### src/rtl/bsst_pkg.sv
// bsst_pkg: widths, codes and defaults shared by the span tracker files.
// No dependencies; compile first.
`timescale 1ns / 1ps

package bsst_pkg;

  localparam int VALUE_W     = 32;
  localparam int CAP_W       = 7;
  localparam int STATUS_W    = 2;
  localparam int MAX_ENTRIES = 64;

  localparam logic [VALUE_W-1:0] GAP_INIT = '1;

  typedef enum logic {
    OP_ADD   = 1'b0,
    OP_QUERY = 1'b1
  } op_t;

  typedef enum logic [STATUS_W-1:0] {
    STATUS_OK   = 2'd0,
    STATUS_FULL = 2'd1,
    STATUS_FEW  = 2'd2
  } status_t;

endpackage

### src/rtl/bsst_if.sv
// bsst_in_if / bsst_out_if: valid/ready channels of the span tracker.
// Depends on bsst_pkg for field widths.
`timescale 1ns / 1ps

interface bsst_in_if;
  logic                             valid;
  logic                             ready;
  logic                             operation;
  logic signed [bsst_pkg::VALUE_W-1:0] value;

  modport source (output valid, output operation, output value, input ready);
  modport sink   (input valid, input operation, input value, output ready);
endinterface

interface bsst_out_if;
  logic                          valid;
  logic                          ready;
  logic [bsst_pkg::STATUS_W-1:0] status;
  logic [bsst_pkg::VALUE_W-1:0]  shortest_span;
  logic [bsst_pkg::VALUE_W-1:0]  longest_span;

  modport source (output valid, output status, output shortest_span, output longest_span,
                  input ready);
  modport sink   (input valid, input status, input shortest_span, input longest_span,
                  output ready);
endinterface

### src/rtl/bsst_ram.sv
// bsst_ram: generic single-write, single-read RAM with registered read data.
// No dependencies.
`timescale 1ns / 1ps

module bsst_ram #(
  parameter int WIDTH = 32,
  parameter int DEPTH = 64
) (
  input  logic                     clk,
  input  logic                     we,
  input  logic [$clog2(DEPTH)-1:0] waddr,
  input  logic [WIDTH-1:0]         wdata,
  input  logic                     re,
  input  logic [$clog2(DEPTH)-1:0] raddr,
  output logic [WIDTH-1:0]         rdata_r
);

  logic [WIDTH-1:0] mem_r [DEPTH];

  always_ff @(posedge clk) begin
    if (we) begin
      mem_r[waddr] <= wdata;
    end
    if (re) begin
      rdata_r <= mem_r[raddr];
    end
  end

endmodule

### src/rtl/bsst_dist.sv
// bsst_dist: registered exact distance between two signed 32-bit values.
// Depends on bsst_pkg for the value width.
`timescale 1ns / 1ps

module bsst_dist (
  input  logic                                clk,
  input  logic                                rst_n,
  input  logic                                vld,
  input  logic signed [bsst_pkg::VALUE_W-1:0] a,
  input  logic signed [bsst_pkg::VALUE_W-1:0] b,
  output logic                                vld_r,
  output logic [bsst_pkg::VALUE_W-1:0]        dist_r
);

  logic [bsst_pkg::VALUE_W:0]   diff;
  logic [bsst_pkg::VALUE_W-1:0] dist_nxt;

  // sign of the widened difference picks the direction of the subtract
  always_comb begin
    diff     = {a[bsst_pkg::VALUE_W-1], a} - {b[bsst_pkg::VALUE_W-1], b};
    dist_nxt = diff[bsst_pkg::VALUE_W] ? (b - a) : diff[bsst_pkg::VALUE_W-1:0];
  end

  always_ff @(posedge clk) begin
    if (!rst_n) begin
      vld_r <= 1'b0;
    end else begin
      vld_r <= vld;
    end
  end

  always_ff @(posedge clk) begin
    if (vld) begin
      dist_r <= dist_nxt;
    end
  end

endmodule

### src/rtl/bounded_set_span_tracker.sv
// bounded_set_span_tracker: bounded multiset of signed values with span queries.
// Depends on bsst_pkg, bsst_if, bsst_ram, bsst_dist.
//
//   channel | dir | handshake        | word
//   in_ch   | in  | valid/ready      | operation, value
//   out_ch  | out | valid/ready      | status, shortest_span, longest_span
//   cfg     | in  | cfg_we, no wait  | capacity
//
// Queries, rejected adds and the first add are answered straight from idle. Any other add scans every
// stored entry through the single RAM read port and distance unit before it answers.
// Synchronous active-low reset empties the set; the RAM needs no clearing.
// One word is in work at a time; the input stalls while out_ch holds an untaken word.
`timescale 1ns / 1ps

module bounded_set_span_tracker #(
  parameter int MAX_ENTRIES = bsst_pkg::MAX_ENTRIES
) (
  input  logic                       clk,
  input  logic                       rst_n,
  bsst_in_if.sink                    in_ch,
  bsst_out_if.source                 out_ch,
  input  logic                       cfg_we,
  input  logic [bsst_pkg::CAP_W-1:0] cfg_wdata
);

  localparam int VW    = bsst_pkg::VALUE_W;
  localparam int AW    = $clog2(MAX_ENTRIES);
  localparam int CNT_W = $clog2(MAX_ENTRIES + 1);
  localparam int CMP_W = (CNT_W > bsst_pkg::CAP_W) ? CNT_W : bsst_pkg::CAP_W;

  typedef enum logic [2:0] {
    ST_IDLE  = 3'b001,
    ST_SCAN  = 3'b010,
    ST_DRAIN = 3'b100
  } state_t;

  state_t                     state_r, state_nxt;
  logic [bsst_pkg::CAP_W-1:0] capacity_r;
  logic [CNT_W-1:0]           count_r;
  logic signed [VW-1:0]       low_r, high_r, value_r;
  logic [VW-1:0]              gap_r;
  logic [AW-1:0]              rd_idx_r, scan_last_r;
  logic                       rd_vld_r;

  logic                       out_vld_r;
  bsst_pkg::status_t          out_status_r;
  logic [VW-1:0]              out_short_r, out_long_r;

  logic                       accept, is_add, full, pop, ram_we, ram_re, scan_done;
  logic [VW-1:0]              rdata_r, dist_r;
  logic                       dist_vld_r;

  assign pop       = out_vld_r && out_ch.ready;
  assign in_ch.ready = (state_r == ST_IDLE) && (!out_vld_r || out_ch.ready);
  assign accept    = in_ch.valid && in_ch.ready;
  assign is_add    = (in_ch.operation == bsst_pkg::OP_ADD);
  assign full      = (CMP_W'(count_r) >= CMP_W'(capacity_r))
                  || (count_r == CNT_W'(MAX_ENTRIES));
  assign ram_we    = accept && is_add && !full;
  assign ram_re    = (state_r == ST_SCAN);
  assign scan_done = (state_r == ST_DRAIN) && !rd_vld_r && !dist_vld_r;

  assign out_ch.valid         = out_vld_r;
  assign out_ch.status        = out_status_r;
  assign out_ch.shortest_span = out_short_r;
  assign out_ch.longest_span  = out_long_r;

  bsst_ram #(
    .WIDTH (VW),
    .DEPTH (MAX_ENTRIES)
  ) u_ram (
    .clk     (clk),
    .we      (ram_we),
    .waddr   (count_r[AW-1:0]),
    .wdata   (in_ch.value),
    .re      (ram_re),
    .raddr   (rd_idx_r),
    .rdata_r (rdata_r)
  );

  bsst_dist u_dist (
    .clk    (clk),
    .rst_n  (rst_n),
    .vld    (rd_vld_r),
    .a      (value_r),
    .b      (rdata_r),
    .vld_r  (dist_vld_r),
    .dist_r (dist_r)
  );

  always_comb begin
    state_nxt = state_r;
    unique case (state_r)
      ST_IDLE: begin
        if (ram_we && (count_r != '0)) begin
          state_nxt = ST_SCAN;
        end
      end
      ST_SCAN: begin
        if (rd_idx_r == scan_last_r) begin
          state_nxt = ST_DRAIN;
        end
      end
      ST_DRAIN: begin
        if (scan_done) begin
          state_nxt = ST_IDLE;
        end
      end
      default: state_nxt = ST_IDLE;
    endcase
  end

  always_ff @(posedge clk) begin
    if (!rst_n) begin
      state_r    <= ST_IDLE;
      capacity_r <= '0;
      count_r    <= '0;
      low_r      <= '0;
      high_r     <= '0;
      gap_r      <= bsst_pkg::GAP_INIT;
      rd_vld_r   <= 1'b0;
      out_vld_r  <= 1'b0;
    end else begin
      state_r  <= state_nxt;
      rd_vld_r <= ram_re;
      if (cfg_we) begin
        capacity_r <= cfg_wdata;
      end
      // store the value and fold it into the bounds at once; the scan only reads below it
      if (ram_we) begin
        count_r <= count_r + CNT_W'(1);
        if (count_r == '0) begin
          low_r  <= in_ch.value;
          high_r <= in_ch.value;
        end else begin
          if (in_ch.value < low_r) begin
            low_r <= in_ch.value;
          end
          if (in_ch.value > high_r) begin
            high_r <= in_ch.value;
          end
        end
      end
      if (dist_vld_r && (dist_r < gap_r)) begin
        gap_r <= dist_r;
      end
      if (pop) begin
        out_vld_r <= 1'b0;
      end
      if ((accept && (state_nxt == ST_IDLE)) || scan_done) begin
        out_vld_r <= 1'b1;
      end
    end
  end

  always_ff @(posedge clk) begin
    if (accept) begin
      value_r     <= in_ch.value;
      rd_idx_r    <= '0;
      scan_last_r <= AW'(count_r - CNT_W'(1));
    end else if (ram_re) begin
      rd_idx_r <= rd_idx_r + AW'(1);
    end
  end

  // result word: loaded on an item answered without a scan, or at the end of a scan
  always_ff @(posedge clk) begin
    if (scan_done) begin
      out_status_r <= bsst_pkg::STATUS_OK;
      out_short_r  <= '0;
      out_long_r   <= '0;
    end else if (accept) begin
      out_short_r <= '0;
      out_long_r  <= '0;
      if (is_add) begin
        out_status_r <= full ? bsst_pkg::STATUS_FULL : bsst_pkg::STATUS_OK;
      end else if (count_r < CNT_W'(2)) begin
        out_status_r <= bsst_pkg::STATUS_FEW;
      end else begin
        out_status_r <= bsst_pkg::STATUS_OK;
        out_short_r  <= gap_r;
        out_long_r   <= high_r - low_r;
      end
    end
  end

endmodule
### src/flat_wrapper.sv
// flat-port wrapper written by rule: the top's interface ports become plain ports
module bounded_set_span_tracker_flat 
#(
  parameter int MAX_ENTRIES = bsst_pkg::MAX_ENTRIES
)
  (clk, rst_n, cfg_we, cfg_wdata, in_ch_valid, in_ch_operation, in_ch_value, in_ch_ready, out_ch_valid, out_ch_status, out_ch_shortest_span, out_ch_longest_span, out_ch_ready);
  bsst_in_if in_ch_i ();
  bsst_out_if out_ch_i ();
  input  logic clk;
  input  logic rst_n;
  input  logic cfg_we;
  input  logic [bsst_pkg::CAP_W-1:0] cfg_wdata;
  input wire logic [$bits(in_ch_i.valid)-1:0] in_ch_valid;
  input wire logic [$bits(in_ch_i.operation)-1:0] in_ch_operation;
  input wire logic [$bits(in_ch_i.value)-1:0] in_ch_value;
  output wire logic [$bits(in_ch_i.ready)-1:0] in_ch_ready;
  output wire logic [$bits(out_ch_i.valid)-1:0] out_ch_valid;
  output wire logic [$bits(out_ch_i.status)-1:0] out_ch_status;
  output wire logic [$bits(out_ch_i.shortest_span)-1:0] out_ch_shortest_span;
  output wire logic [$bits(out_ch_i.longest_span)-1:0] out_ch_longest_span;
  input wire logic [$bits(out_ch_i.ready)-1:0] out_ch_ready;
  assign in_ch_i.valid = in_ch_valid;
  assign in_ch_i.operation = in_ch_operation;
  assign in_ch_i.value = in_ch_value;
  assign in_ch_ready = in_ch_i.ready;
  assign out_ch_valid = out_ch_i.valid;
  assign out_ch_status = out_ch_i.status;
  assign out_ch_shortest_span = out_ch_i.shortest_span;
  assign out_ch_longest_span = out_ch_i.longest_span;
  assign out_ch_i.ready = out_ch_ready;
  bounded_set_span_tracker #(.MAX_ENTRIES(MAX_ENTRIES)) u_core (.clk(clk), .rst_n(rst_n), .in_ch(in_ch_i), .out_ch(out_ch_i), .cfg_we(cfg_we), .cfg_wdata(cfg_wdata));
endmodule
### config.mk
export PLATFORM = sky130hd
export DESIGN_NAME = bounded_set_span_tracker_flat
export DESIGN_NICKNAME = d
export VERILOG_FILES = /design/src/rtl/bsst_pkg.sv /design/src/rtl/bsst_if.sv /design/src/rtl/bsst_ram.sv /design/src/rtl/bsst_dist.sv /design/src/rtl/bounded_set_span_tracker.sv /design/src/flat_wrapper.sv
export SDC_FILE = /design/constraint.sdc
export NUM_CORES = 2
export LEC_CHECK = 0
export BUFFER_PORTS_ARGS = -buffer_cell sky130_fd_sc_hd__buf_2
export CORE_ASPECT_RATIO = 1.4
export CORE_UTILIZATION = 47
export CTS_CLUSTER_SIZE = 12
export DETAILED_ROUTE_END_ITERATION = 10
export PLACE_DENSITY = 0.7
export SLEW_MARGIN = 5
export SYNTH_ARGS = -nofsm -noshare
export SYNTH_HDL_FRONTEND = slang
export SYNTH_SLANG_ARGS = --single-unit
### constraint.sdc
create_clock -name clk -period 11.9 [get_ports clk]
set_clock_uncertainty 0.2 [all_clocks]
set_input_delay 1.19 -clock clk [delete_from_list [all_inputs] [get_ports clk]]
set_output_delay 1.19 -clock clk [all_outputs]
set_load 0.005 [all_outputs]
### Word-level counts from Yosys, hierarchy flattened

Memories as Yosys holds them, arrays and structs flattened. A register that Yosys moved wholly into a read port is not among the register bits.
Cells that the tools add are included.

* register bits: 258
* bits in writable memories: 2048
* input port bits: 45
* output and inout port bits: 68
* word-level logic and storage cells: 79
* memories kept: 1

Memory list
* u_core.u_ram.mem_r: depth 64, bits a word 32, rd ports 1, clocked after Yosys merged registers in 1, wr ports 1, line bsst_ram.sv:18 `logic [WIDTH-1:0] mem_r [DEPTH];`

* $add $sub $neg: 6
* $lt $le $gt $ge: 5
* equal/unequal tests: 6
* mux-type cells: 20
* bitwise logic cells: 1
* reduce and logical (&&, ||, !) cells: 24

Operators by type and width (count)
* two-way mux 32 bit: 9
* less-than comparator 32 bit: 2
* subtractor 32 bit: 2
* subtractor 32 x 32 -> 33 bit: 1
* > comparator 32 bit: 1
* logical AND 1 bit: 10
* two-way mux 3 bit: 3
* case mux 3 bit (3 select lines): 1
* adder 7 x 1 -> 7 bit, second input constant: 1
* == test 7 bit, second input constant: 1
* >= comparator 7 bit: 1
* logical NOT 7 bit: 1
* less-than comparator 7 x 2 -> 1 bit, second input constant: 1
* nonzero test 7 bit: 1
* adder 6 x 1 -> 6 bit, second input constant: 1
* == test 3 x 1 -> 1 bit, second input constant: 2
* == test 6 bit: 1
* nonzero test 2 bit: 3
* subtractor 6 x 1 -> 6 bit, second input constant: 1
* two-way mux 1 bit: 5
* logical NOT 1 bit: 4
* two-way mux 2 bit: 2
* AND reduction 2 bit: 2
* == test 3 x 2 -> 1 bit, second input constant: 1
* other kinds (3): 5

### Longest topological paths before layout

* depth after elaboration: 13
* gate-level depth with buffers: 14
* mapped depth without buffers: 13

### Modules after synthesis

From an unflattened synthesis, not the netlist that was laid out.

* cells, all modules: 5206
* area total of the unflattened synthesis: 95369.0 um^2

Modules (own cells, without submodules)
* bsst_ram: times used 1, cells an instance 3324, area each 78835.6 um^2, seq. area each 62459.9 um^2
* bounded_set_span_tracker: times used 1, cells an instance 1362, area each 12197.9 um^2, seq. area each 4884.7 um^2
* bsst_dist: times used 1, cells an instance 520, area each 4335.4 um^2, seq. area each 980.9 um^2

### Worst setup path after synthesis

No wires, ideal clock.

* path kind: input to register
* from: input port out_ch_ready
* to: memory u_core.u_ram.mem_r[62][0] (enable)
* setup time: 0.421 ns
* data arrival time: 4.065 ns
* path slack: 7.214 ns
* stages on the path: 9
* path buffers: 1
* cells stage by stage: nor2b_1 nor4b_2 nand2_1 inv_1 nand2b_1 a211oi_2 clkbuf_1 nand4_1 nor2_1

* word-level cells in the longest chain between the ends: 7

RTL lines
* start: declaration: line flat_wrapper.sv:21 `input wire logic [$bits(out_ch_i.ready)-1:0] out_ch_ready;`
* logical OR 1 bit: line bounded_set_span_tracker.sv:54 `assign in_ch.ready = (state_r == ST_IDLE) && (!out_vld_r || out_ch.ready);`
* logical AND 1 bit: line bounded_set_span_tracker.sv:54
* named net in_ch_ready: line flat_wrapper.sv:16 `output wire logic [$bits(in_ch_i.ready)-1:0] in_ch_ready;`
* logical AND 1 bit: line bounded_set_span_tracker.sv:55 `assign accept = in_ch.valid && in_ch.ready;`
* logical AND 1 bit (2 in series): line bounded_set_span_tracker.sv:59 `assign ram_we = accept && is_add && !full;`
* two-way mux 1 bit: line bsst_ram.sv:21 `if (we) begin`
* two-way mux 1 bit (not written as such): line bsst_ram.sv:22 `mem_r[waddr] <= wdata;`
* end: declaration: line bsst_ram.sv:18

The timed path passes the listed nets, and every way through them passes these cells.

### Worst setup path after layout

* from: register u_core.count_r[0]
* to: memory u_core.u_ram.mem_r[58][10] (enable)

* word-level cells in the longest chain between the ends: 6
* elaborated cells between the ends (all ways): 7
* classes of those cells: 1 x order compare; 1 x eq/ne; 2 x mux; 3 x reduce/logical

RTL lines
* start: declaration: line bounded_set_span_tracker.sv:39 `logic [CNT_W-1:0] count_r;`
* start signal: assignment: line bounded_set_span_tracker.sv:131 `count_r <= count_r + CNT_W'(1);`
* >= comparator 7 bit / == test 7 bit (equally long branches): line bounded_set_span_tracker.sv:57, bounded_set_span_tracker.sv:58
* logical OR 1 bit: line bounded_set_span_tracker.sv:58 `|| (count_r == CNT_W'(MAX_ENTRIES));`
* logical NOT 1 bit: line bounded_set_span_tracker.sv:59
* logical AND 1 bit: line bounded_set_span_tracker.sv:59
* two-way mux 1 bit: line bsst_ram.sv:21
* two-way mux 1 bit (not written as such): line bsst_ram.sv:22

Several ways; a longest one is shown, not always the timed one.

==> metrics.txt <==
Detail Route Antenna Nets 0; die area 204000 um2; CTS H-Tree Depth 4; number of synthesized register bits 2338; Post-synth ARST share 0; # clock sinks 2338; Slew @ Worst Pin 1.349 ns; DR vias 47508; Multi-input gate area 25510 um2; CTS Buffer Depth 4; drt initial violations 5225; commonest non-fill, non-tap cells in the layout edfxtp_1, mux4_2, clkbuf_16; maximum VDD drop 0.1245 mV; CP Capture Type register; Vias/cell 6.120; Final Critical Period 5.058 ns; wire length per cell 30.13 um; Hold WC Path Type reg -> reg; status finished, final reports clean; achievable frequency 197.7 MHz; Top Metal Used met5; GP Congestion 0.8689; first drt pass iteration count 8; final instance area 105500 um2; Post-CTS Resized 0; vias in the first global route 47372; Setup Fix Bufs, Post-CTS 0; Tot GR Track Use 0.2289; DRT met1 WL 89390 um; Crit Path Max Fanout 32; Max Cap Violations 0; Starting Density 0.4745; final clock period utilization by the worst path 0.4250; Primary FF master, synth edfxtp_1; DRT Wirelength 233900 um; R2R setup slack 6.84 ns; met2 routed WL 115700 um; slew margin rel. 0.09856; unrepaired setup endpoints after global routing no; share of layout cells above drive strength 1 0.2407; total gr overflow 0; global-route wire length before repair 338300 um; routed wl met3 18200 um; Die Width 382.0 um; pins over their slew limit 0; pwr/cell area 153.7 nW/um2; Min-Delay Path Depth 2; Chip Height 534.0 um; CTS tree built; largest cells by area after synthesis edfxtp_1, mux4_2, dfxtp_1, ha_1, inv_1; Seq/Total Area, Yosys 0.7190; leakage 33.38 nW; commonest non-fill, non-tap cell in the layout edfxtp_1; worst endpoint required time 12.12 ns; post-DP HPWL 147300 um; initial antenna violation count 14; Syn Nets 5096; Area growth syn-to-layout 10.98%; pin count of the biggest net entering global routing 140; latest clock arrival within the worst-skew pair 0.91 ns; Worst R2R Start u_core.count_r[0]$_SDFFE_PN0P_; gate count of the mapped netlist 4849; fillers 15183; Clock transition at path regs 0.06 ns; Final Hold Viols 0; Syn Area/Cell 19.60 um2; crit path to u_core.u_ram.mem_r[58][10]$_DFFE_PP_; CTS Root Cell clkbuf_16; num rows 194; area leader, netlist edfxtp_1; post-synth top area share 0.6794; Num CTS Buffers 228; data arrival time of the critical path 5.28 ns; Critical Path Start u_core.count_r[0]$_SDFFE_PN0P_; count of different cell masters after synthesis 76; Syn. warnings 0; R2R Path End u_core.u_ram.mem_r[58][10]$_DFFE_PP_; Mapped Area 95030 um2; Worst Reg-to-Reg Cells 12; FF+latch area 68340 um2; CP Launch Type register; port bufs 112; Final #Nets 5288; CTS Hold Bufs 0; I/O pin count 113; WS Path Type reg -> reg; Core Box Area 200300 um2; final-report setup violation count 0; Post-DP Area 99220 um2; Post-synth EDFFs 2150; setup TNS 0 ns; DRC viols 0
==> worst max-delay path, cell delays in order (launching register included) <==
cell      delay, ns
dfxtp_1        0.49
inv_1          0.22
ha_1           0.33
nand2b_1       0.14
a21o_1         0.17
a21o_1         0.17
a21o_1         0.20
a211oi_2       0.19
buf_4          0.27
nor2b_1        0.29
nand3_1        0.58
buf_4          0.44
nor2_4         0.85
==> synthesized netlist by cell type (5+ instances only) <==
library cell  number
clkbuf_1         158
nor2_1           176
a31oi_1            7
or3_1             10
nor3_1            12
nand4_1           33
o21bai_1          16
nand3_1           60
o31ai_1            5
o211ai_1          43
nand3b_1           8
xnor2_1           46
a21o_1            71
a211oi_1          15
mux4_2           672
o21ai_0           96
a22oi_1           45
dfxtp_1          188
a22o_1            17
o21a_1            18
nand2_1          151
buf_2             43
nor4_1             5
and2_1            12
xor2_1            31
and3_1             6
a21boi_0           5
o31a_1             9
a21oi_1          114
edfxtp_1        2150
buf_1             36
nor2b_1           51
mux2i_1           52
nand2b_1          21
inv_1            193
ha_1             199
==> power breakdown <==
part	switching, mW	internal (mW)
clock	2.88	3.56
combinational	0.503	0.241
sequential	0.0219	9.01
total	3.40	12.8
==> cells by family after synthesis <==
kind of cell | after synthesis | synth area share
xor+xnor | 77 | 0.007097
simple gates | 559 | 0.02783
fa+ha+maj | 202 | 0.02683
mux | 728 | 0.1652
buf+inv | 436 | 0.01810
compound gates | 509 | 0.03591
flops | 2338 | 0.7190
==> how the worst min path moves through the flow <==
stage | from | to
4_1_cts | u_core.u_dist.dist_r[3]$_DFFE_PP_ | u_core.gap_r[3]$_SDFFE_PN1P_
2_1_floorplan | u_core.out_ch.status[1]$_SDFFE_PP0P_ | u_core.out_ch.status[1]$_SDFFE_PP0P_
3_3_place_gp | u_core.out_ch.status[1]$_SDFFE_PP0P_ | u_core.out_ch.status[1]$_SDFFE_PP0P_
5_1_grt | u_core.u_dist.dist_r[3]$_DFFE_PP_ | u_core.gap_r[3]$_SDFFE_PN1P_
6_report | u_core.u_dist.dist_r[3]$_DFFE_PP_ | u_core.gap_r[3]$_SDFFE_PN1P_
3_5_place_dp | u_core.out_ch.status[1]$_SDFFE_PP0P_ | u_core.out_ch.status[1]$_SDFFE_PP0P_
==> per-layer routing <==
metal,GRT usage,vias up
li1,-,20017
met1,0.3062,25005
met2,0.3765,2085
met3,0.03454,397
met4,0.09463,4
met5,0,-
==> final cells by class <==
| class | instances | area share |
|---|---|---|
| antenna | 7 | 0.0001661 |
| clock inverter | 16 | 0.001578 |
| inverter | 193 | 0.006869 |
| multi-input combinational | 2075 | 0.2419 |
| timing repair buffer | 205 | 0.01262 |
| tap | 2646 | 0.03139 |
| sequential | 2338 | 0.6480 |
| clock buffer | 283 | 0.05748 |
==> sequential cells by signal, indices dropped and copies added (netlist names), 2 cells and up <==
name,count
u_core.u_ram.mem_r,2048
u_core.capacity_r,7
u_core.out_ch.status,2
u_core.rd_idx_r,6
u_core.count_r,7
u_core.u_dist.dist_r,32
u_core.scan_last_r,6
u_core.low_r,32
u_core.gap_r,32
u_core.u_ram.rdata_r,32
u_core.value_r,32
u_core.out_ch.longest_span,32
u_core.high_r,32
u_core.state_r,3
u_core.out_ch.shortest_span,32
==> through the flow <==
stage | hold slack, ns | util | total power [mW] | cells | worst slack, ns
after global placement | 0.2497 | 0.4955 | 9.929 | 7457 | 6.786
after floorplan | 0.2483 | - | 9.608 | 4849 | 7.214
after CTS | 0.2452 | 0.5266 | 16.31 | 7756 | 6.921
after global routing | 0.2733 | 0.5266 | 16.65 | 7757 | 6.656
after detailed placement | 0.2533 | 0.4955 | 9.950 | 7457 | 6.718
final | 0.2464 | 0.5267 | 16.21 | 7763 | 6.842
Note: power is estimated with default switching activity, not from simulation.
